## src/hdl/pjb_ram.sv

```systemverilog
// Generic single-write, single-read RAM with registered read data.
`default_nettype none
module pjb_ram #(
   parameter int WIDTH = 16,
   parameter int DEPTH = 256
) (
   input  wire logic                     clock,
   input  wire logic                     wr_en,
   input  wire logic [$clog2(DEPTH)-1:0] wr_addr,
   input  wire logic [WIDTH-1:0]         wr_data,
   input  wire logic                     rd_en,
   input  wire logic [$clog2(DEPTH)-1:0] rd_addr,
   output logic      [WIDTH-1:0]         rd_data
);

   logic [WIDTH-1:0] mem_ff [DEPTH];
   logic [WIDTH-1:0] rd_data_ff;

   always_ff @(posedge clock) begin
      if (wr_en) begin
         mem_ff[wr_addr] <= wr_data;
      end
      if (rd_en) begin
         rd_data_ff <= mem_ff[rd_addr];
      end
   end

   assign rd_data = rd_data_ff;

endmodule
`default_nettype wire

```

## config.mk

```make
export PLATFORM = sky130hd
export DESIGN_NAME = pjb_ram
export DESIGN_NICKNAME = d
export VERILOG_FILES = /design/src/hdl/pjb_ram.sv
export SDC_FILE = /design/constraint.sdc
export NUM_CORES = 2
export LEC_CHECK = 0
export BUFFER_PORTS_ARGS = -buffer_cell sky130_fd_sc_hd__buf_2
export CAP_MARGIN = 25
export CORE_AREA = 3 3 678 680
export CTS_CLUSTER_SIZE = 14
export DETAILED_ROUTE_END_ITERATION = 10
export DIE_AREA = 0 0 681 683
export PLACE_DENSITY = 0.6
export SLEW_MARGIN = 10
export SYNTH_ARGS = -nofsm -noshare
export SYNTH_HDL_FRONTEND = slang
export SYNTH_SLANG_ARGS = --single-unit
```

## constraint.sdc

```tcl
create_clock -name clock -period 3.15 [get_ports clock]
set_input_delay 0.4725 -clock clock [delete_from_list [all_inputs] [get_ports clock]]
set_output_delay 0.4725 -clock clock [all_outputs]
set_load 0.02 [all_outputs]
```

==> metrics.cfg <==
[synth]
yosysSeqAreaShare_pct = 77.7
synth_edf_count = 4112
synthesis.area_um2 = 159000
synthTopCellsByCount = 4,112 x edfxtp_1, 797 x mux4_2, 565 x mux2i_1
avgSynthCellArea_um2 = 21.6
yosys_warnings = 0
syn_inst = 7360
ys_seq_elements = 4112
async_flop_share_pct = 0
synth_cell_type_count = 51
ys.flop_type = edfxtp_1
yosys.cell_count.top_type = edfxtp_1
ys_top_cells_by_area = edfxtp_1 78%, mux4_2 11%, mux2i_1 3.6%
synth_top_area_cell = edfxtp_1
synth_fp_nets = 7395
netlist.area_leader.share_pct = 77.7

[setup_path]
cp-start-kind = register
arrival_ns = 3.81
r2r-end = rd_data[5]$_DFFE_PP_
crit_fanout = 1
crit_required_ns = 3.84
r2r_cells = 6
rrSetupSlack_ns = 0.03
endpoint_kind = register
r2r-start = mem_ff[59][5]$_DFFE_PP_
crit_type = register to register

[global_routing]
antenna_found_initial = 23
grt_max_degree = 140
grt_pass1_vias = 81657
grt.total_usage_pct = 18.5
grt_pass1_wl_mm = 620
overflow = 0

[cts]
cts_tree = done
h-tree-depth = 5
cts_root_buf = clkbuf_16
cts.clk_slew.worst_paths_ns = 0.06
clock_sinks = 4112
post-cts-setup-buffer-count = 0
clockBufferDepth = 4
cts_inserted_buffers = 398
clk-insertion-delay-late_ns = 0.95

[finish]
post-route-util_pct = 41.0
drive_above_1_share_pct = 29.4
final_nets = 8390
fillCellCount = 39372
finalNonFillerCells = 14682
area_growth_pct = 17.4
final_cell_area_um2 = 186000

[drt]
first_pass_iters = 6
wl_per_cell_um = 29.8
routed_wl_mm = 438
via_per_inst = 5.51
drtIter0Drc = 9997
antenna_left = 0
vias = 80840
drc = 0

[worst_hold_path]
hold_depth = 1
hp-class = primary input to register
hold_end = mem_ff[52][2]$_DFFE_PP_
min_from = wr_data[2]

[die]
initial_utilization_pct = 34.9
core_area_um2 = 455000
io_pins = 51
rows = 248
dieArea_um2 = 465000
die_w_um = 681
die_h_um = 683

[sta]
slew_headroom_pct = 19.1
rsz0062_at_grt = no
tightestPinTransition_ns = 1.21
skew_ns = 0.0507
fmax_ghz = 0.321
slew_violations = 0
fin_crit_sh_pct = 99.0
finalHoldViolations = 0
timing.final.crit_period_ns = 3.12
final-setup-viol-count = 0

[power]
p_leak_nw = 59.7
ir_drop_v = 0.000535
power.density_nw_per_um2 = 609

[outcome]
outcome = finished clean

[placed_design]
dp_hpwl_mm = 276
place_area_um2 = 174000
io_buffer_count = 50
routabilityCongestion = 0.896
dp_cells = 13947

[job]
max_cap_violations = 0

-- final cells by class --
cell class | instances | area (um2) | share of cell area [%]
flip-flops and latches | 4112 | 123000 | 66.2
well taps | 6000 | 7510 | 4.03
clock inverters | 239 | 2300 | 1.24
clock buffers | 469 | 10300 | 5.54
repair buffers | 1047 | 9840 | 5.28
diodes | 19 | 47.5 | 0.0255
multi-input cells | 2792 | 32900 | 17.7
inverters | 4 | 27.5 | 0.0148
-- metrics by stage --
| step | hold WS (ns) | total power [mW] | setup slack [ns] | TNS [ns] |
|---|---|---|---|---|
| 5_1_grt | 0.0439 | 117 | 0.0274 | 0 |
| 3_5_place_dp | 0.817 | 68.0 | -0.890 | -8.83 |
| 4_1_cts | 0.0149 | 114 | 0.000948 | 0 |
| 2_1_floorplan | 0.571 | 64.5 | 0.429 | 0 |
| 6_report | 0.0646 | 114 | 0.0321 | 0 |
| 3_3_place_gp | 0.810 | 67.9 | -0.963 | -9.46 |
-- report_power, final --
group	switching [mW]	internal [mW]	leakage [nW]
combinational	4.01	2.46	16.5
sequential	0.0613	60.3	37.0
clock	20.3	26.4	6.16
-- sequential cells by signal, summed over array words and instances (netlist names) --
register  cells
rd_data      16
mem_ff     4096
-- critical path, stage by stage (launching register included) --
cell and delay (ns):
edfxtp_1 0.37, mux4_2 0.50, mux4_2 0.49, a22o_1 0.37
o32ai_1 0.83, buf_4 0.24, nor4_1 0.05
-- worst max path at each step --
stage / from / endpoint / slack [ns] / cells after the start
after floorplan: rd_addr[0] / rd_data[4]$_DFFE_PP_ / 0.43 / 8
after global placement: rd_addr[0] / rd_data[14]$_DFFE_PP_ / -0.96 / 10
after detailed placement: rd_addr[0] / rd_data[5]$_DFFE_PP_ / -0.89 / 10
after CTS: mem_ff[59][5]$_DFFE_PP_ / rd_data[5]$_DFFE_PP_ / 0.0009 / 6
after global routing: rd_addr[0] / rd_data[2]$_DFFE_PP_ / 0.03 / 12
final: mem_ff[59][5]$_DFFE_PP_ / rd_data[5]$_DFFE_PP_ / 0.03 / 6
-- per-layer routing --
metal | GRT usage, % | vias up | wire length (um)
li1 | - | 33310 | -
met1 | 25.2 | 43285 | 176000
met2 | 30.2 | 3583 | 212000
met3 | 3.05 | 658 | 34100
met4 | 6.46 | 4 | 15600
met5 | 0 | - | 27
-- what timing repair did --
action	CTS	global route
hold endpoints to repair	182	0
gates resized for setup	0	0
hold buffers	8	0
-- cells by family after synthesis --
group | Yosys count | share of synthesized area, %
muxes | 1450 | 15.5
buffers and inverters | 456 | 1.69
AOI/OAI and AO/OA | 786 | 3.53
and+or+nand+nor | 556 | 1.57
DFF | 4112 | 77.7
-- placed cells by master, fill, tap and decap left out, drive strengths merged, types with 3 or more instances in the layout --
cell type,Yosys,layout
edfxtp,4112,4112
buf,222,1038
mux4,797,797
mux2i,565,565
clkbuf,230,470
nor2,304,304
o221ai,253,253
clkinv,0,180
a21oi,175,175
o22ai,148,148
nor3,92,92
mux2,88,88
a22oi,43,43
nand2,38,38
o21ai,38,38
bufinv,0,36
nand3,35,35
a22o,32,32
a221oi,28,28
nand4,26,26
o32ai,21,21
diode,0,19
a211oi,18,18
nor4,18,18
o31ai,16,16
inv,4,16
and3,11,11
clkinvlp,0,11
nor2b,9,9
dlygate4sd3,0,8
a2111oi,6,6
a31oi,6,6
or2,5,5
nand4b,3,3
nand2b,3,3
(Power assumes the default switching activity.)
