===== src/hdl/pjb_pkg.sv =====
// Shared types, constants and codes for the PCM jitter buffer.
`default_nettype none
package pjb_pkg;

   localparam int RING_DEPTH = 32768;
   localparam int PTR_W      = $clog2(RING_DEPTH);
   localparam int CNT_W      = $clog2(RING_DEPTH + 1);
   localparam int SUM_W      = ((CNT_W > 16) ? CNT_W : 16) + 1;

   localparam int SAMPLE_W   = 16;
   localparam int LEVEL_W    = 16;
   localparam int CSR_ADDR_W = 4;
   localparam int CSR_DATA_W = 32;

   localparam logic [1:0] CSR_QUEUE_LIMIT     = 2'd0;
   localparam logic [1:0] CSR_PREBUFFER_LEVEL = 2'd1;
   localparam logic [1:0] CSR_REBUFFER_LEVEL  = 2'd2;

   localparam logic [LEVEL_W-1:0] QUEUE_LIMIT_RESET     = 16'd24576;
   localparam logic [LEVEL_W-1:0] PREBUFFER_LEVEL_RESET = 16'd9216;
   localparam logic [LEVEL_W-1:0] REBUFFER_LEVEL_RESET  = 16'd12288;

   localparam logic REQ_PUSH = 1'b0;
   localparam logic REQ_PULL = 1'b1;

   typedef enum logic [2:0] {
      ST_STORED      = 3'd0,
      ST_DROPPED     = 3'd1,
      ST_REJECTED    = 3'd2,
      ST_REAL        = 3'd3,
      ST_UNDERRUN    = 3'd4,
      ST_HOLD        = 3'd5,
      ST_NOT_STARTED = 3'd6
   } status_type;

   typedef struct packed {
      logic [LEVEL_W-1:0] queue_limit;
      logic [LEVEL_W-1:0] prebuffer_level;
      logic [LEVEL_W-1:0] rebuffer_level;
   } cfg_type;

   typedef struct packed {
      status_type         status;
      logic               playing;
      logic               rebuffering;
      logic [LEVEL_W-1:0] pending;
      logic               is_real;
   } result_type;

endpackage
`default_nettype wire


===== src/hdl/pjb_csr.sv =====
// Configuration register file behind the APB-style port.
`default_nettype none
module pjb_csr (
   input  wire logic                                clock,
   input  wire logic                                reset,
   input  wire logic                                psel,
   input  wire logic                                penable,
   input  wire logic                                pwrite,
   input  wire logic [pjb_pkg::CSR_ADDR_W-1:0]      paddr,
   input  wire logic [pjb_pkg::CSR_DATA_W-1:0]      pwdata,
   output logic      [pjb_pkg::CSR_DATA_W-1:0]      prdata,
   output logic                                     pready,
   output pjb_pkg::cfg_type                         cfg
);

   pjb_pkg::cfg_type cfg_ff, cfg_in;
   logic [1:0]       reg_index;
   logic             wr_strobe;

   assign reg_index = paddr[3:2];
   assign wr_strobe = psel && penable && pwrite;
   assign pready    = 1'b1;

   always_comb begin
      cfg_in = cfg_ff;
      if (wr_strobe) begin
         case (reg_index)
            pjb_pkg::CSR_QUEUE_LIMIT:     cfg_in.queue_limit     = pwdata[15:0];
            pjb_pkg::CSR_PREBUFFER_LEVEL: cfg_in.prebuffer_level = pwdata[15:0];
            pjb_pkg::CSR_REBUFFER_LEVEL:  cfg_in.rebuffer_level  = pwdata[15:0];
            default: ;
         endcase
      end
   end

   always_comb begin
      case (reg_index)
         pjb_pkg::CSR_QUEUE_LIMIT:     prdata = {16'd0, cfg_ff.queue_limit};
         pjb_pkg::CSR_PREBUFFER_LEVEL: prdata = {16'd0, cfg_ff.prebuffer_level};
         pjb_pkg::CSR_REBUFFER_LEVEL:  prdata = {16'd0, cfg_ff.rebuffer_level};
         default:                      prdata = '0;
      endcase
   end

   always_ff @(posedge clock) begin
      if (reset) begin
         cfg_ff.queue_limit     <= pjb_pkg::QUEUE_LIMIT_RESET;
         cfg_ff.prebuffer_level <= pjb_pkg::PREBUFFER_LEVEL_RESET;
         cfg_ff.rebuffer_level  <= pjb_pkg::REBUFFER_LEVEL_RESET;
      end else begin
         cfg_ff <= cfg_in;
      end
   end

   assign cfg = cfg_ff;

endmodule
`default_nettype wire


===== config.mk =====
export PLATFORM = sky130hd
export DESIGN_NAME = pjb_csr
export DESIGN_NICKNAME = d
export VERILOG_FILES = /design/src/hdl/pjb_pkg.sv /design/src/hdl/pjb_csr.sv
export SDC_FILE = /design/constraint.sdc
export NUM_CORES = 1
export LEC_CHECK = 0
export BUFFER_PORTS_ARGS = -buffer_cell sky130_fd_sc_hd__buf_2
export CELL_PAD_IN_SITES_DETAIL_PLACEMENT = 1
export CELL_PAD_IN_SITES_GLOBAL_PLACEMENT = 1
export CORE_MARGIN = 3
export CORE_UTILIZATION = 24
export DETAILED_ROUTE_END_ITERATION = 6
export MAX_ROUTING_LAYER = met4
export PLACE_DENSITY_LB_ADDON = 0.1
export SLEW_MARGIN = 20
export SYNTH_ARGS = -nofsm -noshare
export SYNTH_HDL_FRONTEND = slang
export SYNTH_SLANG_ARGS = --single-unit

===== constraint.sdc =====
create_clock -name clock -period 1.3 [get_ports clock]
set_input_delay 0.13 -clock clock [delete_from_list [all_inputs] [get_ports clock]]
set_output_delay 0.13 -clock clock [all_outputs]
set_load 0.02 [all_outputs]

==> qor.yml <==
outcome: "finished clean"
cts-root-buf: "clkbuf_8"
pwr-share-comb_pct: 12.5
fin_skew_ps: 0
grt_overflow: 0
p_leak_nw: 1.59
grt_pass1_vias: 2030
grt_antenna_before_repair: 0
pin_count: 122
fmaxAchievable_ghz: 0.821
p_per_area_nw_per_um2: 962
cp-start-kind: "flip-flop"
arrival_ps: 1090
whs_ps: 119
drv_cap: 0
synth_top_area_share_pct: 39.4
swShare_pct: 24.9
pwr-share-clk_pct: 38.8
core_um2: 9820
cp_cell_sequence: "mux2i_1, o21ai_0, buf_2"
rr_endpoint: "cfg[45]"
syn_avg_cell_area_um2: 9.57
dpl.hpwl_um: 5110
required_ps: 1170
viasPerCell: 4.10
netlist_area_um2: 2440
die_y_um: 107
grt_pass1_wl_um: 11200
crit_start: "cfg[38]"
cp_slowest_stage_delay_ps: 390
gp_congestion: 0.665
grt_max_degree: 68
power.net_switching_mw: 0.770
hold_depth: 3
clock-sinks: 48
slew_violations: 0
cts_buffers: 5
final_common_cell: "buf_2"
insertion_delay_ps: 290
drive_above_1_share_pct: 35.7
ys_seq_area_share_pct: 39.4
path_max_fanout: 3
die_w_um: 107
antennaDiodeCount: 0
dpl_cell_area_um2: 3070
die_area_um2: 11400
min_from: "pwdata[10]"
cp_slowest_cell: "dfxtp_1"
grt_usage_pct: 12.8
yosysTopAreaCell: "dfxtp_1"
tns_ps: 0
post-place-ws_ps: 28.3
dr_total_vias: 1966
drt-total-wl_um: 6990
htreeDepth: 2
r2r_cells: 2
rrSetupSlack_ps: 660
cts_setup_buffers: 0
drtPass1Iterations: 4
syn_to_final_growth_pct: 31.7
yosysWarnings: 0
whs_endpoint: "cfg[26]"
layout.nets: 387
yosys_register_bits: 48
port_buffers: 86
fin_crit_sh_pct: 93.7
setup_viol: 0
drc: 0
pwr-share-seq_pct: 48.7
hp-class: "input port to flip-flop"
first_iter_violations: 48
reg2reg_from: "cfg[45]"
largest_reg_flops: 48
detail_route.wl_per_cell_um: 14.6
clk_path_buf_depth: 2
start_util_pct: 24.8
fin_ws_ps: 81.8
synth_cells: 255
rows: 36
p_int_mw: 2.32
clk_pin_slew_ps: 90
final_area_um2: 3210
synthDistinctLibCells: 19
worst_setup_path_end_kind: "primary output"
worstSetupPathType: "flip-flop to primary output"
ant_nets: 0
rsz0062_at_grt: "false"
synth_area_leaders: "dfxtp_1 (39%), mux2i_1 (26%), nand2b_1 (15%)"
final_cell_mix: "buf_2 (83), mux2i_1 (64), nand2b_1 (57)"
hold_viol: 0
cts_tree: "done"
peakVddDrop_mv: 0.408
period_minus_slack_ps: 1220
logic make-up after synthesis:
| group | after synthesis | synth area share (%) |
|---|---|---|
| simple gates | 91 | 22.1 |
| other cells | 2 | 0.308 |
| flops | 48 | 39.4 |
| compound gates | 16 | 3.28 |
| buf+inv | 34 | 8.72 |
| mux | 64 | 26.3 |
cells in the mapped netlist (all sizes together):
cell and number:
nand2 16, nor2 10, clkbuf 8, dfxtp 48, nor3b 2, buf 26, mux2i 64, o21ai 16
nor3 1, or3b 1, nand4 1, nor2b 1, conb 2, or3 1, nand3 1, nand2b 57
per-stage QoR:
step                total power [mW]  util (%)  std cells
detailed placement              1.93      31.2        472
floorplan                       1.81         -        270
global route                    3.24      32.7        480
global placement                1.93      31.2        472
CTS                             3.15      32.5        480
finish                          3.09      32.7        480
worst max path at each step:
stage	cells past startpoint	slack (ps)	to
global placement	6	40	cfg[13]
CTS	3	3	prdata[12]
finish	3	80	prdata[6]
detailed placement	6	30	cfg[13]
floorplan	4	7	prdata[11]
global route	3	8	prdata[6]
critical path, delay by kind of cell, from the launching register on:
family,cells,cell delay [ps]
flip-flops,1,390
multiplexers,1,80
buffers and inverters,1,190
AO/OA/AOI/OAI,1,140
cell type report:
type | instances | area (µm²)
clock buffer | 7 | 96.3
clock inverter | 1 | 30.0
fill | 1203 | 6610
multi-input combinational | 188 | 1330
sequential | 48 | 971
tap | 133 | 166
timing repair buffer | 103 | 619
power groups by stage:
stage	clock [mW]	combinational, mW	sequential [mW]
finish	1.20	0.387	1.50
detailed placement	0	0.390	1.54
CTS	1.25	0.392	1.50
global route	1.31	0.424	1.51
global placement	0	0.389	1.54
floorplan	0	0.255	1.56
metal layers:
layer	up-vias	global-route usage (%)	wire length, µm
met5	-	-	0
met4	0	2.47	59
met3	6	3.01	407
met2	63	19.8	3130
met1	908	17.2	3390
li1	989	-	-
what timing repair did:
item | in CTS | in global routing
hold buffers | 0 | 0
setup endpoints to repair | 0 | 10
resized for setup | 0 | 17
No activity file was read; power rests on OpenSTA's default activity.
