`src/hdl/pjb_pkg.sv`:
```
// Shared types, constants and codes for the PCM jitter buffer.
`default_nettype none
package pjb_pkg;

   localparam int RING_DEPTH = 32768;
   localparam int PTR_W      = $clog2(RING_DEPTH);
   localparam int CNT_W      = $clog2(RING_DEPTH + 1);
   localparam int SUM_W      = ((CNT_W > 16) ? CNT_W : 16) + 1;

   localparam int SAMPLE_W   = 16;
   localparam int LEVEL_W    = 16;
   localparam int CSR_ADDR_W = 4;
   localparam int CSR_DATA_W = 32;

   localparam logic [1:0] CSR_QUEUE_LIMIT     = 2'd0;
   localparam logic [1:0] CSR_PREBUFFER_LEVEL = 2'd1;
   localparam logic [1:0] CSR_REBUFFER_LEVEL  = 2'd2;

   localparam logic [LEVEL_W-1:0] QUEUE_LIMIT_RESET     = 16'd24576;
   localparam logic [LEVEL_W-1:0] PREBUFFER_LEVEL_RESET = 16'd9216;
   localparam logic [LEVEL_W-1:0] REBUFFER_LEVEL_RESET  = 16'd12288;

   localparam logic REQ_PUSH = 1'b0;
   localparam logic REQ_PULL = 1'b1;

   typedef enum logic [2:0] {
      ST_STORED      = 3'd0,
      ST_DROPPED     = 3'd1,
      ST_REJECTED    = 3'd2,
      ST_REAL        = 3'd3,
      ST_UNDERRUN    = 3'd4,
      ST_HOLD        = 3'd5,
      ST_NOT_STARTED = 3'd6
   } status_type;

   typedef struct packed {
      logic [LEVEL_W-1:0] queue_limit;
      logic [LEVEL_W-1:0] prebuffer_level;
      logic [LEVEL_W-1:0] rebuffer_level;
   } cfg_type;

   typedef struct packed {
      status_type         status;
      logic               playing;
      logic               rebuffering;
      logic [LEVEL_W-1:0] pending;
      logic               is_real;
   } result_type;

endpackage
`default_nettype wire

```
`src/hdl/pjb_out.sv`:
```
// Result pipeline: ring read stage followed by the output register.
`default_nettype none
module pjb_out (
   input  wire logic                          clock,
   input  wire logic                          reset,
   input  wire logic                          accept,
   input  pjb_pkg::result_type                result,
   input  wire logic [pjb_pkg::SAMPLE_W-1:0]  ram_rdata,
   output logic                               in_stall,
   output logic                               rsp_valid,
   input  wire logic                          rsp_stall,
   output logic      [pjb_pkg::SAMPLE_W-1:0]  rsp_out_sample,
   output logic      [2:0]                    rsp_status,
   output logic                               rsp_playing,
   output logic                               rsp_rebuffering_now,
   output logic      [pjb_pkg::LEVEL_W-1:0]   rsp_pending_count
);

   logic                        s1_valid_ff, s1_valid_in;
   pjb_pkg::result_type         s1_ff;
   logic                        out_valid_ff, out_valid_in;
   pjb_pkg::result_type         out_ff;
   logic [pjb_pkg::SAMPLE_W-1:0] out_sample_ff;
   logic                        advance;

   // The read stage moves on whenever the output register is free or being emptied.
   assign advance      = s1_valid_ff && (!out_valid_ff || !rsp_stall);
   assign in_stall     = s1_valid_ff && !advance;
   assign s1_valid_in  = accept || (s1_valid_ff && !advance);
   assign out_valid_in = advance || (out_valid_ff && rsp_stall);

   always_ff @(posedge clock) begin
      if (reset) begin
         s1_valid_ff  <= 1'b0;
         out_valid_ff <= 1'b0;
      end else begin
         s1_valid_ff  <= s1_valid_in;
         out_valid_ff <= out_valid_in;
      end
   end

   always_ff @(posedge clock) begin
      if (accept) begin
         s1_ff <= result;
      end
      if (advance) begin
         out_ff        <= s1_ff;
         out_sample_ff <= s1_ff.is_real ? ram_rdata : '0;
      end
   end

   assign rsp_valid           = out_valid_ff;
   assign rsp_out_sample      = out_sample_ff;
   assign rsp_status          = out_ff.status;
   assign rsp_playing         = out_ff.playing;
   assign rsp_rebuffering_now = out_ff.rebuffering;
   assign rsp_pending_count   = out_ff.pending;

endmodule
`default_nettype wire

```
`config.mk`:
```
export PLATFORM = sky130hd
export DESIGN_NAME = pjb_out
export DESIGN_NICKNAME = d
export VERILOG_FILES = /design/src/hdl/pjb_pkg.sv /design/src/hdl/pjb_out.sv
export SDC_FILE = /design/constraint.sdc
export NUM_CORES = 1
export LEC_CHECK = 0
export CAP_MARGIN = 20
export CORE_ASPECT_RATIO = 1.5
export CORE_MARGIN = 4
export CORE_UTILIZATION = 44
export DETAILED_ROUTE_END_ITERATION = 10
export DONT_BUFFER_PORTS = 1
export HOLD_SLACK_MARGIN = 0.1
export PLACE_DENSITY = 0.59
export SLEW_MARGIN = 20
export SYNTH_ARGS = -nofsm -noshare
export SYNTH_HDL_FRONTEND = slang
export SYNTH_SLANG_ARGS = --single-unit
export TNS_END_PERCENT = 100
```
`constraint.sdc`:
```
create_clock -name clock -period 3.6 [get_ports clock]
set_input_delay 0.18 -clock clock [delete_from_list [all_inputs] [get_ports clock]]
set_output_delay 0.18 -clock clock [all_outputs]
set_load 0.03 [all_outputs]
```
==> results of run 1 <==
[cells by family (layout without fill, tap and decap cells)]
| kind of cell | Yosys count | after routing | share of synthesized area, % |
|---|---|---|---|
| AOI/OAI and AO/OA | 3 | 3 | 0.952 |
| and+or+nand+nor | 19 | 19 | 6.54 |
| buffers and inverters | 1 | 58 | 0.571 |
| DFF | 61 | 61 | 91.9 |
[power breakdown]
group	internal, uW	total (uW)	switching, uW
clock	308	541	233
sequential	834	894	60.6
combinational	42.8	66.6	23.7
total	1180	1500	318
[path summary, 6_finish.rpt]
check,to,slack [ps]
worst max-delay path,in_stall,2050
worst min-delay path,rsp_pending_count[8],150
worst max register to register,rsp_out_sample[14],2100
worst min register to register,rsp_pending_count[12],420
[state kept, by name, indices dropped and copies added, names as in the netlist]
signal	flops
rsp_status	3
rsp_playing	1
rsp_rebuffering_now	1
rsp_valid	1
rsp_pending_count	16
s1_valid_ff	1
s1_ff	22
rsp_out_sample	16
[stage by stage]
step                hold slack (ps)  std cells  total power (uW)  setup WS (ps)  cell area, um^2
floorplan                       252         84               923            886             1970
global placement                255        129               930           1840             2030
detailed placement              257        129               933           1800             2030
CTS                             298        186              1520           1780             2630
global route                    134        187              1570           1970             2660
finish                          154        187              1500           2050             2660
[layer usage]
metal / share of wire [%] / GRT usage (%) / routed length (um) / up-vias
met5: 0 / 0 / 0 / -
met4: 2.6 / 10.5 / 82 / 0
met3: 8.4 / 6.98 / 269 / 6
met2: 55 / 20.8 / 1760 / 57
met1: 34 / 11.0 / 1100 / 424
li1: - / - / - / 426
[final cells by class]
class | instances | area [um^2]
clock buffer | 9 | 124
tap | 46 | 57.6
clock inverter | 6 | 55.1
multi-input combinational | 22 | 159
fill | 297 | 1630
sequential | 61 | 1810
timing repair buffer | 43 | 448
[cells in the mapped netlist, drive strengths merged]
master  count  area share, %
nor2        2           0.38
and2       16            5.8
dfxtp       2            2.0
a31oi       1           0.32
a21oi       1           0.25
buf         1           0.57
and3        1           0.32
edfxtp     59             90
a21boi      1           0.38
[timing repair]
| item | CTS | global route |
|---|---|---|
| hold buffers | 42 | 0 |
| hold endpoints to repair | 62 | 0 |
| setup endpoints to repair | 0 | 0 |
[cell usage in the layout (no fill, tap or decap), types with 2 or more instances in the layout]
| master | n |
|---|---|
| sky130_fd_sc_hd__clkinv_1 | 2 |
| sky130_fd_sc_hd__clkbuf_8 | 9 |
| sky130_fd_sc_hd__clkinv_2 | 2 |
| sky130_fd_sc_hd__and2_1 | 4 |
| sky130_fd_sc_hd__dfxtp_1 | 2 |
| sky130_fd_sc_hd__and2_2 | 12 |
| sky130_fd_sc_hd__edfxtp_1 | 59 |
| sky130_fd_sc_hd__nor2_1 | 2 |
| sky130_fd_sc_hd__dlygate4sd3_1 | 42 |
==> results list, run 1 <==
- Clock tree synthesis found a total of 61 sinks.
- After detailed routing, the total wire length is 3210 um.
* Reg clk slew, reported paths: 60 ps
- The number of antenna violations at the first check in global routing is 0.
- Area inside the core boundary: 4280 um^2
- Initial core utilization: 46.0%
* Final global-route overflow total: 0
- Synthesis-to-finish area growth: 34.7%
* Part of the Yosys area used for sequential elements: 91.9%
* Class of the tightest hold or removal check: in2reg
* # nets final: 179
- Clock latency on the worst-skew pair, taken at its later pin, is 320 ps.
* Kind of critical path: reg2out
- Entering global routing, the biggest net connects 38 pins.
- Number of cells on the worst reg-to-reg path: 2
* Final setup skew: 4.83 ps
- Clock root buffer master: sky130_fd_sc_hd__clkbuf_8
* Die extent in y: 90.0 um
- Buffer levels on the longest clock path: 2
- Gates resized during post-CTS repair numbered 0.
- The tool flagged a number of max-cap violations equal to 0.
- Maximum vdd ir drop: 0.353 mV
- Status: finished clean
- Along the worst hold path, the cell count comes to 1.
* Reg2Reg Launch Point: rsp_valid
* WP buf/inv: 0
* Master of the slowest instance on the critical path: sky130_fd_sc_hd__dfxtp_1
* Static leakage: 0.000930 uW
* First-pass GRT wire length: 4930 um
* Minimum period implied by the final worst setup slack: 1550 ps
- Number of endpoints with negative hold slack in the final report: 0
* Pwr/cell area: 566 nW/um^2
- Maximum single-stage delay on the critical path: 620 ps
- 0 antenna diodes ended up in the layout.
* WL/cell: 17.2 um
- Transition time at the pin with the least slew margin: 983 ps
- Number of top-level pins: 81
- Broken down by cell family, the worst path's largest delay share belongs to flip-flops.
* Worst setup path startpoint: rsp_valid
- Buffers added on ports: 0
- The startpoint identified for the worst hold timing path is rsp_stall.
- The synthesized design contains 61 register bits.
- Final cell utilization of the core: 62.0%
* Highest net fanout along the worst path: 5
* RSZ-0062 raised after global routing: no
- Via density per instance: 4.88
- For the worst setup path, the data arrival time is 1370 ps.
* Total number of cells along the worst setup path: 1
* Max H-tree Level: 3
- Fin Setup TNS: 0 ps
- Synth Warn #: 0
* Data required time at the worst endpoint: 3420 ps
- Post-synth design cell area: 1970 um^2
* DIE WIDTH: 62.6 um
- The first routing iteration left 13 violations.
* Number of buffers added by the clock tree synthesis step: 9
- Postcts setup bufs: 0
* Post-detailed-route DRC marker count: 0
- For this run, the top clock speed supported by timing is 646 MHz.
* Die Outline Area: 5640 um^2
* Final slew viol count: 0
* Max_slew headroom: 34.3%
- Layout cells sized above 1: 19.1%
- Counting every net in the synthesized netlist gives 126.
* Row Count: 29
* Final ANT Viol Nets: 0
* Gate count of the mapped netlist: 84
- Of the available clock period, the critical path in the final layout requires 43.0%.
* Tot GR Track Use: 12.7%
* Critical path capture point type: primary output
- A synthesized cell averages 23.5 um^2.
- CTS tree: yes
- STA classifies the critical path startpoint as a flip-flop.
- Setup violations remaining at the end of the flow were counted as 0.
- Counting distinct cell types in the post-synthesis netlist gives 10.
- The number of global-route vias before repair was 981.
- Routability congestion estimate: 0.653
- Number of vias after detailed routing: 913
- The first detailed-routing pass took 2 iterations.
* Cells along the critical path: and3_1
Note: power is estimated with default switching activity, not from simulation.
==> run 2, diff against run 1 <==
- clock period: 3.6 -> 1.4 ns (I/O delays scaled with it)
==> run 2 against run 1 <==
Effect of this change: combinational power rose to 2.5 times the previous value; global-route usage fell by 0.30 points; first-iteration DRC count rose to 2.7 times the previous value; worst hold slack worse by 9.4 ps; die area is the same; sequential power rose to 2.6 times the previous value; clock-buffer cell count grew 2; utilization up 1.1 points; cell count up 0.53%; critical path depth is the same; non-clock buffer count stayed put; sequential share of layout area is 1.1 points lower; largest cell class unchanged; highest routed layer unchanged.
==> results list, run 2 (synthesized netlist as in run 1, its figures left out) <==
- Post-detailed-route DRC marker count: 0
- Leaving out fill and tap cells, the most frequent cell in the layout is sky130_fd_sc_hd__edfxtp_1.
- Class of the tightest hold or removal check: in2reg
* Post-route fraction of the period consumed by the critical path: 94.7%
- Static leakage: 0.000953 uW
- Commonest non-fill, non-tap cells in the layout: sky130_fd_sc_hd__edfxtp_1 (59), sky130_fd_sc_hd__dlygate4sd3_1 (42), sky130_fd_sc_hd__and2_2 (12)
* Max_slew headroom: 33.1%
- Area used by multi-input combinational logic: 159 um^2
- The routed design has 3160 um of wire.
* Largest net degree at the start of global routing: 38
- Minimum period implied by the final worst setup slack: 1330 ps
- End of the worst register-to-register path: rsp_valid
- The first global-routing pass estimated 4850 um of wire.
* Max H-tree Level: 3
- The critical path is of the in2reg type.
* Latest clock arrival within the worst-skew pair: 330 ps
* Pwr/cell area: 1570 nW/um^2
* Synthesis-to-finish area growth: 37.1%
* Flip-flop count of the largest register after layout: 22
* Final global-route overflow total: 0
* Final slew viol count: 0
- Die extent in y: 90.0 um
* CTS resizes: 0
- STA classifies the critical path startpoint as an input port.
- Adding up every negative setup slack in the final design gives 0 ps.
- Reg2Reg Launch Point: rsp_valid
* Total number of cells along the worst setup path: 1
* Top delay family on crit path: buffers and inverters
* Highest net fanout along the worst path: 23
* Worst setup path endpoint: s1_ff[11]
* Critical path capture point type: flip-flop
- Maximum vdd ir drop: 1.06 mV
* Worst setup path startpoint: accept
- The filler cells instantiated in the layout total 304.
* Row Count: 29
* Buffer levels on the longest clock path: 2
- In this run the count of I/O pins placed on the die edge is 81.
- Reg clk slew, reported paths: 60 ps
- Once layout is done, the placed cells without fillers occupy 2700 um^2.
* Initial core utilization: 46.0%
- Traced cell by cell, the critical path runs through dlygate4sd3_1.
- Status: finished clean
- Across the whole layout, storage elements account for 1820 um^2.
- CTS tree: yes
- Final antenna diode count: 0
- Buffers added on ports: 0
- Number of endpoints with negative hold slack in the final report: 0
* Number of sinks handled by clock tree synthesis: 61
- Number of global-route vias before repair: 980
* Layout cells sized above 1: 19.7%
* Maxcap violations: 0
- Setup violations remaining at the end of the flow were counted as 0.
- For the pin with the worst max-slew slack, the measured transition is 1000 ps.
- Routability congestion estimate: 0.614
- s1_ff holds more flip-flops than any other register.
- For this block, the via count after detailed routing is 903.
* Data required time at the worst endpoint: 1340 ps
- In this run the clock root is driven by a sky130_fd_sc_hd__clkbuf_8.
- Power comes to 4230 uW.
- Worst Setup Slack post-DPL: 276 ps
- The first TritonRoute pass finished after 4 iterations.
- DIE WIDTH: 62.6 um
* WP buf/inv: 1
- The die covers 5640 um^2.
- For this run, the top clock speed supported by timing is 754 MHz.
- On the final layout, the worst hold slack is 145 ps.
* Initial DRC count: 35
- Number of antenna violations at the first check in global routing: 0
- In this run the register-to-register setup slack is 100 ps.
- For this run, the slowest stage of the critical path takes 1200 ps.
* Worst setup slack after layout: 74.4 ps
- In this run, CTS created clock tree buffers numbering 9.
* Number of cells on the worst reg-to-reg path: 3
- The total area inside the core boundary comes to 4280 um^2.
* Master of the slowest instance on the critical path: sky130_fd_sc_hd__dlygate4sd3_1
- In this run the remaining antenna-violating nets after routing total 0.
* Placed Instance Area: 2050 um^2
* # nets final: 179
* Tot GR Track Use: 12.4%
- WL/cell: 16.8 um
* Arrival time reported for the critical path endpoint: 1270 ps
* Final setup skew: 4.89 ps
- Setup repair after global routing left no endpoint under its margin.
* Via density per instance: 4.80
## run 2: per-stage QoR
step	util, %	cells
global route	63.1	188
finish	63.1	188
detailed placement	47.9	130
CTS	63.1	188
global placement	47.9	130
floorplan	-	84
## run 2: how the worst min path moves through the flow
stage                                      end  slack (ps)  depth (start not counted)      start
after floorplan                      rsp_valid         130                          1      reset
after global placement               rsp_valid         140                          1      reset
after detailed placement             rsp_valid         140                          1      reset
after CTS                 rsp_pending_count[7]         130                          2  rsp_stall
after global routing      rsp_pending_count[0]         130                          2  rsp_stall
final                     rsp_pending_count[7]         140                          2  rsp_stall
## run 2: routing by layer
metal  vias up  track usage, %  wire length (um)
met5         -               0                 0
li1        425               -                 -
met4         0            8.84                85
met3         9            6.73               243
met2        57            20.2              1690
met1       412            11.6              1140
## run 2: area by class of cell
class / count / area share, %
well taps: 46 / 2.13
flip-flops and latches: 61 / 67.2
repair buffers: 43 / 16.3
clock buffers: 11 / 4.86
clock inverters: 5 / 3.66
multi-input cells: 22 / 5.88
## run 2: what timing repair did
item                                   in CTS  in global routing
buffers inserted                            0                  0
endpoints found under the hold margin      62                  0
hold buffers                               42                  0
## run 2: power breakdown
group          total [uW]  switching [uW]  internal, uW  leakage (uW)
combinational         167            59.2           108      0.000256
clock                1770             594          1170      0.000115
sequential           2300             156          2140      0.000582
