`src/hdl/pjb_pkg.sv`:
```
// Shared types, constants and codes for the PCM jitter buffer.
`default_nettype none
package pjb_pkg;

   localparam int RING_DEPTH = 32768;
   localparam int PTR_W      = $clog2(RING_DEPTH);
   localparam int CNT_W      = $clog2(RING_DEPTH + 1);
   localparam int SUM_W      = ((CNT_W > 16) ? CNT_W : 16) + 1;

   localparam int SAMPLE_W   = 16;
   localparam int LEVEL_W    = 16;
   localparam int CSR_ADDR_W = 4;
   localparam int CSR_DATA_W = 32;

   localparam logic [1:0] CSR_QUEUE_LIMIT     = 2'd0;
   localparam logic [1:0] CSR_PREBUFFER_LEVEL = 2'd1;
   localparam logic [1:0] CSR_REBUFFER_LEVEL  = 2'd2;

   localparam logic [LEVEL_W-1:0] QUEUE_LIMIT_RESET     = 16'd24576;
   localparam logic [LEVEL_W-1:0] PREBUFFER_LEVEL_RESET = 16'd9216;
   localparam logic [LEVEL_W-1:0] REBUFFER_LEVEL_RESET  = 16'd12288;

   localparam logic REQ_PUSH = 1'b0;
   localparam logic REQ_PULL = 1'b1;

   typedef enum logic [2:0] {
      ST_STORED      = 3'd0,
      ST_DROPPED     = 3'd1,
      ST_REJECTED    = 3'd2,
      ST_REAL        = 3'd3,
      ST_UNDERRUN    = 3'd4,
      ST_HOLD        = 3'd5,
      ST_NOT_STARTED = 3'd6
   } status_type;

   typedef struct packed {
      logic [LEVEL_W-1:0] queue_limit;
      logic [LEVEL_W-1:0] prebuffer_level;
      logic [LEVEL_W-1:0] rebuffer_level;
   } cfg_type;

   typedef struct packed {
      status_type         status;
      logic               playing;
      logic               rebuffering;
      logic [LEVEL_W-1:0] pending;
      logic               is_real;
   } result_type;

endpackage
`default_nettype wire

```
`src/hdl/pjb_core.sv`:
```
// Queue control: block admission, pointers, pending count and playback state.
`default_nettype none
module pjb_core (
   input  wire logic                            clock,
   input  wire logic                            reset,
   input  wire logic                            accept,
   input  wire logic                            req_type,
   input  wire logic [pjb_pkg::SAMPLE_W-1:0]    in_sample,
   input  wire logic                            block_start,
   input  wire logic [pjb_pkg::LEVEL_W-1:0]     block_len,
   input  pjb_pkg::cfg_type                     cfg,
   output logic                                 ram_we,
   output logic      [pjb_pkg::PTR_W-1:0]       ram_waddr,
   output logic      [pjb_pkg::SAMPLE_W-1:0]    ram_wdata,
   output logic                                 ram_re,
   output logic      [pjb_pkg::PTR_W-1:0]       ram_raddr,
   output pjb_pkg::result_type                  result
);

   localparam int PTR_W = pjb_pkg::PTR_W;
   localparam int CNT_W = pjb_pkg::CNT_W;
   localparam int SUM_W = pjb_pkg::SUM_W;
   localparam logic [PTR_W-1:0] LAST_PTR  = PTR_W'(pjb_pkg::RING_DEPTH - 1);
   localparam logic [CNT_W-1:0] FULL_CNT  = CNT_W'(pjb_pkg::RING_DEPTH);
   localparam logic [SUM_W-1:0] DEPTH_SUM = SUM_W'(pjb_pkg::RING_DEPTH);

   logic [PTR_W-1:0]            wp_ff, wp_in, rp_ff, rp_in;
   logic [CNT_W-1:0]            pend_ff, pend_in;
   logic                        started_ff, started_in;
   logic                        rebuf_ff, rebuf_in;
   logic                        blk_acc_ff, blk_acc_in;
   logic [pjb_pkg::LEVEL_W-1:0] blk_rem_ff, blk_rem_in;

   logic [SUM_W-1:0]   limit_ext, eff_limit, pend_ext, len_ext;
   logic               hold;
   logic               do_store;
   pjb_pkg::status_type status;

   assign limit_ext = SUM_W'(cfg.queue_limit);
   assign eff_limit = (limit_ext < DEPTH_SUM) ? limit_ext : DEPTH_SUM;
   assign pend_ext  = SUM_W'(pend_ff);
   assign len_ext   = SUM_W'(block_len);
   assign hold      = rebuf_ff && (pend_ext < SUM_W'(cfg.rebuffer_level));

   always_comb begin
      wp_in      = wp_ff;
      rp_in      = rp_ff;
      pend_in    = pend_ff;
      started_in = started_ff;
      rebuf_in   = rebuf_ff;
      blk_acc_in = blk_acc_ff;
      blk_rem_in = blk_rem_ff;
      status     = pjb_pkg::ST_REJECTED;
      ram_we     = 1'b0;
      ram_re     = 1'b0;
      do_store   = 1'b0;
      if (accept) begin
         if (req_type == pjb_pkg::REQ_PUSH) begin
            if (block_start) begin
               if ((eff_limit == '0) || (block_len == '0)) begin
                  blk_acc_in = 1'b0;
                  blk_rem_in = '0;
                  status     = pjb_pkg::ST_REJECTED;
               end else if ((pend_ext + len_ext) > eff_limit) begin
                  blk_acc_in = 1'b0;
                  blk_rem_in = block_len - 16'd1;
                  status     = pjb_pkg::ST_DROPPED;
               end else begin
                  blk_acc_in = 1'b1;
                  blk_rem_in = block_len - 16'd1;
                  do_store   = 1'b1;
               end
            end else if (blk_rem_ff == '0) begin
               status = pjb_pkg::ST_REJECTED;
            end else if (!blk_acc_ff) begin
               blk_rem_in = blk_rem_ff - 16'd1;
               status     = pjb_pkg::ST_DROPPED;
            end else begin
               blk_rem_in = blk_rem_ff - 16'd1;
               do_store   = 1'b1;
            end
            if (do_store) begin
               // A word that finds the ring full is dropped rather than written.
               if (pend_ff == FULL_CNT) begin
                  status = pjb_pkg::ST_DROPPED;
               end else begin
                  ram_we  = 1'b1;
                  wp_in   = (wp_ff == LAST_PTR) ? '0 : wp_ff + 1'b1;
                  pend_in = pend_ff + 1'b1;
                  status  = pjb_pkg::ST_STORED;
               end
               if (blk_rem_in == '0) begin
                  if (!started_ff &&
                      (SUM_W'(pend_in) >= SUM_W'(cfg.prebuffer_level))) begin
                     started_in = 1'b1;
                  end
                  blk_acc_in = 1'b0;
               end
            end
         end else if (!started_ff) begin
            status = pjb_pkg::ST_NOT_STARTED;
         end else begin
            if (rebuf_ff && !hold) begin
               rebuf_in = 1'b0;
            end
            if (hold) begin
               status = pjb_pkg::ST_HOLD;
            end else if (pend_ff != '0) begin
               ram_re  = 1'b1;
               rp_in   = (rp_ff == LAST_PTR) ? '0 : rp_ff + 1'b1;
               pend_in = pend_ff - 1'b1;
               status  = pjb_pkg::ST_REAL;
            end else begin
               rebuf_in = 1'b1;
               status   = pjb_pkg::ST_UNDERRUN;
            end
         end
      end
   end

   always_ff @(posedge clock) begin
      if (reset) begin
         wp_ff      <= '0;
         rp_ff      <= '0;
         pend_ff    <= '0;
         started_ff <= 1'b0;
         rebuf_ff   <= 1'b0;
         blk_acc_ff <= 1'b0;
         blk_rem_ff <= '0;
      end else begin
         wp_ff      <= wp_in;
         rp_ff      <= rp_in;
         pend_ff    <= pend_in;
         started_ff <= started_in;
         rebuf_ff   <= rebuf_in;
         blk_acc_ff <= blk_acc_in;
         blk_rem_ff <= blk_rem_in;
      end
   end

   assign ram_waddr = wp_ff;
   assign ram_wdata = in_sample;
   assign ram_raddr = rp_ff;

   assign result.status      = status;
   assign result.playing     = started_in;
   assign result.rebuffering = rebuf_in;
   assign result.pending     = pjb_pkg::LEVEL_W'(pend_in);
   assign result.is_real     = ram_re;

endmodule
`default_nettype wire

```
`config.mk`:
```
export PLATFORM = sky130hd
export DESIGN_NAME = pjb_core
export DESIGN_NICKNAME = d
export VERILOG_FILES = /design/src/hdl/pjb_pkg.sv /design/src/hdl/pjb_core.sv
export SDC_FILE = /design/constraint.sdc
export NUM_CORES = 1
export LEC_CHECK = 0
export ABC_CLOCK_PERIOD_IN_PS = 5500
export BUFFER_PORTS_ARGS = -buffer_cell sky130_fd_sc_hd__buf_4
export CAP_MARGIN = 20
export CORE_UTILIZATION = 29
export DETAILED_ROUTE_END_ITERATION = 7
export PLACE_DENSITY = 0.44
export SETUP_SLACK_MARGIN = 0.15
export SYNTH_ARGS = -nofsm -noshare
export SYNTH_HDL_FRONTEND = slang
export SYNTH_SLANG_ARGS = --single-unit
```
`constraint.sdc`:
```
create_clock -name clock -period 5.5 [get_ports clock]
set_clock_uncertainty 0.1 [all_clocks]
set_input_delay 0.275 -clock clock [delete_from_list [all_inputs] [get_ports clock]]
set_output_delay 0.275 -clock clock [all_outputs]
set_load 0.01 [all_outputs]
```
==> metrics.txt, run 1 <==
Initial Utilization 29.7%; PD cells approximately 180 nW/µm²; Die Wd 155 µm; Reg2Reg Setup Slack 630 ps; Mapped Nets 1041; 1st-pass router iterations 5; fin util 37.1%; Worst path top cell family by delay simple AND/OR/NAND/NOR gates; CP Data Required Time approximately 5000 ps; Hold Path Stages 3; Num Clock Sinks 65; Slew Limit Fails 0; clock period minus worst slack slightly above 5000 ps; RR Endpoint ram_waddr[5]$_SDFFE_PP0P_; mapped cell area 6750 µm²; Synth Instances roughly 890; status finished, final reports clean; core area 22700 µm²; area share of the largest cell type after synthesis between 10% and 20%; insertion delay to the later sink of the worst-skew pair between 300 and 400 ps; cts bufs inserted 9; area grow syn2layout 24.7%; Boundary Pins ~160; TritonCTS clock tree yes; largest cells by area after synthesis dfxtp_1 (19%), ha_1 (13%), nor2_1 (5.7%); Antenna diodes 0; detailed router's first-iteration violation count 260; Overflow after GRT 0; die area ~24000 µm²; GPL Wtd Cong about 0.89; CTS H-tree lvls 3; # rows 55; Max-Cap Viols 0; Worst setup EP type output port; WHS roughly 280 ps; P_leak approximately 3.9 nW; Post-synth EDFFs 0; DR vias/cell 5.26; CTS Hold Bufs 0; Hold Violations, Final 0; DR vias 6711; Post-Syn Area per Cell ~7.6 µm²; share of layout cells above drive strength 1 a little over a fifth; fin crit share between 90% and 100%; Post-synth top flop dfxtp_1; first-pass GRT wire length 36500 µm; Seq/Total Area, Yosys 19.3%; startpoint of the worst register-to-register path pend_ff[0]$_SDFF_PP0_; Detailed Place HPWL between 15000 and 20000 µm; Distinct cells, synth 82; critical path class flip-flop to output port; Setup-failing EPs final 0; DRT antenna net count 0; Crit Path Max Fanout 13; Final Power between 1 and 1.5 mW; placed inst area around 7900 µm²; CP peak stage delay ~570 ps; Die Height 155 µm; I/O Buffers around 120; largest net degree at the start of global routing 46; Overall Global Routing Usage 19.9%; commonest non-fill, non-tap cell in the layout buf_4; Achievable Freq approximately 200 MHz; final setup TNS 0 ps; clock root buffer master clkbuf_16; max_slew headroom between 30% and 40%; Yosys reg bits 65; VDD IR max 0.128 mV; wire length per cell 18.5 µm; Worst path slowest cell or4_4; drc violations 0; leading area contributor after synthesis dfxtp_1; CP Cell Sequence or4_4, or4_4, and4bb_4, nand3_2, buf_6, a21oi_1, inv_1, ha_1, a21o_1, a31oi_1, o21ai_0, o41ai_1, a31oi_1, o31a_1, nor3_2, o41ai_4, buf_4; CP bufs+invs 3; vias in the first global route approximately 6400; nets between 1000 and 1500; Finished Cell Area around 8400 µm²; Async SR Flop Fraction 0%; cells on worst reg2reg path 22; Levels on crit path 17; Worst-path clk slew roughly 60 ps; Worst Hold Class primary input to flip-flop; Ys Warns 0; Hold EP pend_ff[12]$_SDFF_PP0_; Hold Startpoint req_type; initial antenna violation count 0; startpoint class of the critical path flip-flop; most frequent cells in the layout buf_4 (145), nor2_1 (100), ha_1 (67); Post-Route WL approximately 24000 µm; WP data arrival about 4700 ps; Clock Tree Buf Depth 2; slew of the pin with the lowest slew margin 957 ps; RSZ-0062 raised after global routing true
[Yosys cell counts, types with 20 or more instances]
cell,count
xor2_1,32
a21oi_1,42
ha_1,70
nor3_1,26
nand3_1,33
nand2_1,63
nor2_1,102
o21ai_0,37
nand4_1,20
buf_4,20
clkbuf_1,29
dfxtp_1,65
inv_1,51
xnor2_1,43
[sequential cells by signal (all words and copies together), names as in the netlist]
| signal | count |
|---|---|
| ram_waddr | 15 |
| started_ff | 1 |
| ram_raddr | 15 |
| blk_rem_ff | 16 |
| pend_ff | 16 |
| blk_acc_ff | 1 |
| rebuf_ff | 1 |
[metrics by stage]
step	instances	setup WS (ps)
3_5_place_dp	1256	275
6_report	1277	408
2_1_floorplan	885	851
3_3_place_gp	1256	354
5_1_grt	1277	105
4_1_cts	1272	174
[timing repair]
| action | in CTS | in global routing |
|---|---|---|
| pin swaps | 3 | 7 |
| gates cloned | 0 | 1 |
| hold endpoints to repair | 0 | 0 |
| resized for setup | 9 | 32 |
| endpoints found under the setup margin | 8 | 19 |
| buffers inserted | 1 | 4 |
[cells by family after synthesis]
group           count (synthesis)  synth area share [%]
compound gates                176                  18.7
simple gates                  374                  29.0
xor+xnor                       75                  9.74
flops                          65                  19.3
mux                            14                  2.28
fa+ha+maj                      71                  13.3
buf+inv                       110                  7.72
[power by group]
part | internal [mW] | switching, mW | leakage (nW) | total (mW)
combinational | 0.175 | 0.232 | 3.21 | 0.407
sequential | 0.482 | 0.0153 | 0.528 | 0.497
clock | 0.342 | 0.234 | 0.141 | 0.576
total | 0.999 | 0.481 | 3.87 | 1.48
[area by class of cell]
class	count	area [µm²]
clock buffer	12	267
clock inverter	3	25.0
fill	2405	14300
inverter	52	195
multi-input combinational	710	5100
sequential	65	1300
tap	285	357
timing repair buffer	150	1170
[layer usage]
layer | vias up | track usage (%) | wire length (µm)
li1 | 3374 | - | -
met4 | 0 | 4.29 | 295
met1 | 3158 | 26.2 | 11200
met2 | 162 | 33.3 | 11000
met5 | - | 0 | 0
met3 | 17 | 3.87 | 1210
[how the worst max path moves through the flow]
stage,start,to,slack [ps]
floorplan,pend_ff[4]$_SDFF_PP0_,result[7],850
global placement,block_len[0],result[11],350
detailed placement,block_len[0],result[7],280
CTS,pend_ff[0]$_SDFF_PP0_,result[7],170
global route,pend_ff[0]$_SDFF_PP0_,result[13],100
finish,pend_ff[8]$_SDFF_PP0_,result[18],410
[tightest hold or removal path: cells and delay by family]
| kind | cells | cell delay (ps) |
|---|---|---|
| buf+inv | 1 | 120 |
| compound gates | 2 | 280 |
Note: power is estimated with default switching activity, not from simulation.
==> run 2: changes to the inputs <==
--- a/config.mk
+++ b/config.mk
@@ -8,10 +8,11 @@
 export ABC_CLOCK_PERIOD_IN_PS = 5500
 export BUFFER_PORTS_ARGS = -buffer_cell sky130_fd_sc_hd__buf_4
 export CAP_MARGIN = 20
-export CORE_UTILIZATION = 29
+export CORE_UTILIZATION = 40
 export DETAILED_ROUTE_END_ITERATION = 7
-export PLACE_DENSITY = 0.44
+export PLACE_DENSITY = 0.58
 export SETUP_SLACK_MARGIN = 0.15
+export SLEW_MARGIN = 40
 export SYNTH_ARGS = -nofsm -noshare
 export SYNTH_HDL_FRONTEND = slang
 export SYNTH_SLANG_ARGS = --single-unit
==> metrics.txt, run 2 (synthesis gave the netlist of run 1 again) <==
status finished, final reports clean; WP data arrival 4830 ps; placed inst area between 7000 and 8000 µm²; Hold Path Stages 3; nets around 1200; Worst Hold Class primary input to flip-flop; Pint 0.983 mW; Crit Path Max Fanout 8; Worst-path clk slew 60 ps; Initial Utilization approximately two fifths; core area about 17000 µm²; startpoint class of the critical path flip-flop; Sw Pwr roughly 0.48 mW; cts bufs inserted 9; fin crit share between 90% and 100%; Max-Cap Viols 0; Worst setup EP type output port; Final Power roughly 1.5 mW; vias in the first global route 6312; insertion delay to the later sink of the worst-skew pair 340 ps; WHS roughly 270 ps; Slew Limit Fails 0; startpoint of the worst register-to-register path pend_ff[0]$_SDFF_PP0_; Sw Share around a third; largest net degree at the start of global routing 46; Detailed Place HPWL 16300 µm; Boundary Pins ~160; Post-Route WL around 21000 µm; Setup crit start pend_ff[0]$_SDFF_PP0_; share of layout cells above drive strength 1 around 22%; clock root buffer master clkbuf_16; area of the multi-input gates between 5000 and 6000 µm²; DR vias between 6000 and 7000; area grow syn2layout 23.8%; DR vias/cell about 5.6; clock period minus worst slack roughly 5200 ps; PD cells roughly 170 nW/µm²; cells on worst reg2reg path 22; Antenna diodes 0; first-pass GRT wire length 34000 µm; combinational share of power roughly 28%; Top Registers blk_rem_ff (16), pend_ff (16); max_slew headroom 45.8%; Clk pwr share ~38%; I/O Buffers 122; drc violations 0; Setup-failing EPs final 0; Hold Startpoint req_type; critical path class flip-flop to output port; RSZ-0062 raised after global routing true; sequential power share between 30 and 40%; initial antenna violation count 0; Hold Violations, Final 0; 1st-pass router iterations 5; P_leak around 3.9 nW; final setup TNS 0 ps; TritonCTS clock tree yes; Die Height 132 µm; Overflow after GRT 0; detailed router's first-iteration violation count around 460; slew of the pin with the lowest slew margin 811 ps; Clock Tree Buf Depth 2; Overall Global Routing Usage ~25%; wire length per cell 17.6 µm; DRT antenna net count 0; commonest non-fill, non-tap cell in the layout buf_4; GPL Wtd Cong roughly 0.89; # rows 47; VDD IR max roughly 0.17 mV; CTS H-tree lvls 3; Finished Cell Area around 8400 µm²; FILL cells about 1600; Die Wd 132 µm; Achievable Freq between 150 and 200 MHz; Num Clock Sinks 65; CP Data Required Time around 5100 ps; die area 17400 µm²; sequential cell area around 1300 µm²; most frequent cells in the layout buf_4 (152), nor2_1 (101), ha_1 (67); CTS Hold Bufs 0
==> run 2: cell types whose count changed in the layout (fill, tap and decap cells not counted), moves of 2 or more <==
cell	previous run	this run
buf_4	145	152
buf_6	3	0
buf_8	0	3
xnor2_1	37	40
xnor2_2	6	3
clkbuf_8	3	1
dfxtp_1	63	61
dfxtp_2	2	4
==> run 2: cell type report <==
cell class | count | share of cell area, %
repair buffers | 156 | 14.4
multi-input cells | 710 | 60.9
inverters | 52 | 2.34
clock inverters | 5 | 0.464
flip-flops and latches | 65 | 15.6
well taps | 220 | 3.30
clock buffers | 11 | 2.91
==> run 2: path summary, 6_finish.rpt <==
| kind | to | slack, ps |
|---|---|---|
| max | result[11] | 290 |
| min reg2reg | ram_raddr[1]$_SDFFE_PP0P_ | 400 |
| max reg2reg | ram_waddr[3]$_SDFFE_PP0P_ | 620 |
| min | pend_ff[12]$_SDFF_PP0_ | 270 |
==> run 2: timing repair <==
| action | CTS | global route |
|---|---|---|
| resized for setup | 4 | 34 |
| buffers inserted | 5 | 10 |
| pin swaps | 2 | 13 |
| setup endpoints to repair | 6 | 19 |
==> run 2: routing by layer <==
layer,wire [µm],vias up,track usage [%]
met2,10100,192,40.4
met4,418,0,8.33
met3,1040,25,4.11
li1,-,3386,-
met1,9870,3192,32.8
met5,0,-,0
==> run 2: through the flow <==
step           utilization [%]  setup slack (ps)  cells
2_1_floorplan                -               851    885
3_3_place_gp              47.0               382   1188
3_5_place_dp              47.0               224   1188
4_1_cts                   49.0               191   1209
5_1_grt                   50.5              42.6   1219
6_report                  50.5               295   1219
==> run 2: critical path, stage by stage (launching register included) <==
cell and delay [ps]:
dfxtp_2 330, ha_4 150, inv_2 50, fa_2 200, nor2b_1 50, o21ai_1 170, a21oi_2 100, o211ai_1 260
nand2b_1 90, a21o_1 180, a221o_1 370, xor2_1 160, ha_1 350, a2111oi_4 290, o21ai_1 110, o21a_1 120
a2111o_1 350, nand2_2 130, a32oi_4 130, nor2_2 190, buf_12 150, o2bb2a_2 240, xnor2_2 170, buf_4 140
==> run 2: power by group through the flow <==
stage | Combinational [mW] | Clock, mW | Sequential [mW]
finish | 0.411 | 0.550 | 0.497
global route | 0.455 | 0.583 | 0.499
CTS | 0.386 | 0.562 | 0.496
detailed placement | 0.379 | 0 | 0.506
global placement | 0.379 | 0 | 0.506
floorplan | 0.258 | 0 | 0.502
==> run 3: changes to the inputs <==
--- a/config.mk
+++ b/config.mk
@@ -5,9 +5,8 @@
 export SDC_FILE = /design/constraint.sdc
 export NUM_CORES = 1
 export LEC_CHECK = 0
-export ABC_CLOCK_PERIOD_IN_PS = 5500
+export ABC_CLOCK_PERIOD_IN_PS = 5000
 export BUFFER_PORTS_ARGS = -buffer_cell sky130_fd_sc_hd__buf_4
-export CAP_MARGIN = 20
 export CORE_UTILIZATION = 40
 export DETAILED_ROUTE_END_ITERATION = 7
 export PLACE_DENSITY = 0.58
==> constraint.sdc (replaced) <==
create_clock -name clock -period 5 [get_ports clock]
set_clock_uncertainty 0.1 [all_clocks]
set_input_delay 0.25 -clock clock [delete_from_list [all_inputs] [get_ports clock]]
set_output_delay 0.25 -clock clock [all_outputs]
set_load 0.01 [all_outputs]
==> metrics.txt, run 3 (synthesis gave the netlist of run 1 again) <==
status complete, but fails checks; failing checks setup timing; Die Height around 130 µm; I/O Buffers 122; most frequent cells in the layout buf_4 (168), nor2_1 (102), ha_1 (66); share of layout cells above drive strength 1 26.2%; Hold EP pend_ff[12]$_SDFF_PP0_; Reg2Reg Setup Slack roughly 350 ps; critical path class flip-flop to output port; Levels on crit path 22; Die Wd between 100 and 150 µm; P_leak between 4 and 5 nW; CTS H-tree lvls 3; WP data arrival roughly 4700 ps; met3 capacity usage during global routing roughly 4%; Antenna diodes 0; DRT antenna net count 0; M2 GR Usage roughly two fifths; Worst Hold Class primary input to flip-flop; Worst path top cell family by delay compound AO/OA/AOI/OAI gates; clock root buffer master clkbuf_16; Detailed Place HPWL about 17000 µm; CP bufs+invs 3; Post-Route WL 21800 µm; RR Endpoint ram_waddr[4]$_SDFFE_PP0P_; GPL Wtd Cong 0.956; slew of the pin with the lowest slew margin roughly 700 ps; CTS Hold Bufs 0; initial antenna violation count 0; max_slew headroom 53.0%; area grow syn2layout 29.8%; Clock Tree Buf Depth 2; Overall Global Routing Usage roughly a quarter; RSZ-0062 raised after global routing true; Finished Cell Area 8760 µm²; post-placement setup slack -68.2 ps; Worst path slowest cell a221o_1; Slew Limit Fails 0; Worst-path clk slew roughly 60 ps; startpoint of the worst register-to-register path pend_ff[0]$_SDFF_PP0_; wire length per cell 17.5 µm; largest net degree at the start of global routing between 40 and 50; core area roughly 17000 µm²; first-pass GRT wire length between 30000 and 40000 µm; CP peak stage delay between 300 and 400 ps; VDD IR max between 0.1 and 0.15 mV; final worst setup slack -9.98 ps; Overflow after GRT 0; Max-Cap Viols 0; vias in the first global route between 6000 and 7000; Top Registers blk_rem_ff (16), pend_ff (16); CP Cell Sequence ha_4, inv_2, fa_2, nor2b_1, o21ai_2, a21oi_2, o211ai_1, nand2b_1, a21o_1, a221o_1, xor2_1, ha_1, a2111oi_4, o21ai_1, o21a_1, a2111o_1, nand2_2, a32o_2, nand2_4, buf_12, o41ai_4, buf_4; TritonCTS clock tree yes; insertion delay to the later sink of the worst-skew pair around 340 ps; layer with the highest usage met2; placed inst area 7890 µm²; DR vias/cell between 5 and 6; die area around 17000 µm²; clock period minus worst slack around 5000 ps; startpoint class of the critical path flip-flop; 1st-pass router iterations 5; WHS about 250 ps; commonest non-fill, non-tap cell in the layout buf_4; drc violations 0; Hold Violations, Final 0; Num Clock Sinks 65; Setup-failing EPs final 2; detailed router's first-iteration violation count between 400 and 500; Achievable Freq roughly 200 MHz; Worst setup EP type output port; cells on worst reg2reg path 23; FILL cells roughly 1600; DR vias just over 7000; Hold Path Stages 3; fin crit share 100%; PD cells between 150 and 200 nW/µm²; Crit Path Max Fanout 4; nets 1179; Final Power 1.73 mW; CP Data Required Time 4650 ps; Hold Startpoint req_type; Global Route met1 Usage between 30% and 40%; cts bufs inserted 9; # rows 47; Initial Utilization roughly two fifths; Boundary Pins roughly 160
-- run 3: report_power, final --
part / internal [mW] / leakage [nW] / switching [mW] / total, mW
clock: 0.446 / 0.151 / 0.252 / 0.699
combinational: 0.219 / 3.43 / 0.263 / 0.482
sequential: 0.530 / 0.528 / 0.0152 / 0.545
-- run 3: how the worst max path moves through the flow --
stage / endpoint / slack, ps / startpoint
detailed placement: result[10] / -70 / block_len[0]
CTS: result[10] / -110 / pend_ff[0]$_SDFF_PP0_
floorplan: result[7] / 380 / pend_ff[4]$_SDFF_PP0_
finish: result[18] / -10 / pend_ff[0]$_SDFF_PP0_
global route: result[10] / -180 / pend_ff[0]$_SDFF_PP0_
global placement: result[10] / 40 / block_len[0]
-- run 3: cell type report --
class,instances,area [µm²],share of cell area (%)
Clock buffer,10,239,2.73
Clock inverter,5,80.1,0.914
Inverter,52,195,2.23
Multi-Input combinational cell,710,5190,59.3
Sequential cell,65,1310,14.9
Tap cell,220,275,3.14
Timing Repair Buffer,185,1470,16.8
-- run 3: timing repair --
item                       CTS  global route
gates resized for setup     50            22
setup endpoints to repair   35            40
pin swaps                   28            28
buffers inserted            13            14
-- run 3: worst reg2reg max path, delay by kind of cell, from the launching register on --
| family | cells | cell delay (ps) |
|---|---|---|
| AND/OR/NAND/NOR | 5 | 620 |
| AO/OA/AOI/OAI | 11 | 2320 |
| buffers and inverters | 3 | 340 |
| XOR/XNOR | 1 | 160 |
| adder cells (fa/ha/maj) | 3 | 680 |
| flip-flops | 1 | 330 |
-- run 3: through the flow --
| step | instances | util [%] | TNS, ps |
|---|---|---|---|
| global route | 1247 | 53.0 | -2020 |
| floorplan | 885 | - | 0 |
| CTS | 1233 | 51.6 | -728 |
| global placement | 1205 | 47.7 | 0 |
| detailed placement | 1205 | 47.7 | -233 |
| finish | 1247 | 53.0 | -16.1 |
-- run 3: routing by layer --
layer | vias to the layer above | share of wire, %
met3 | 38 | 6.0
met2 | 238 | 47
met4 | 0 | 2.2
li1 | 3435 | -
met5 | - | 0
met1 | 3334 | 45
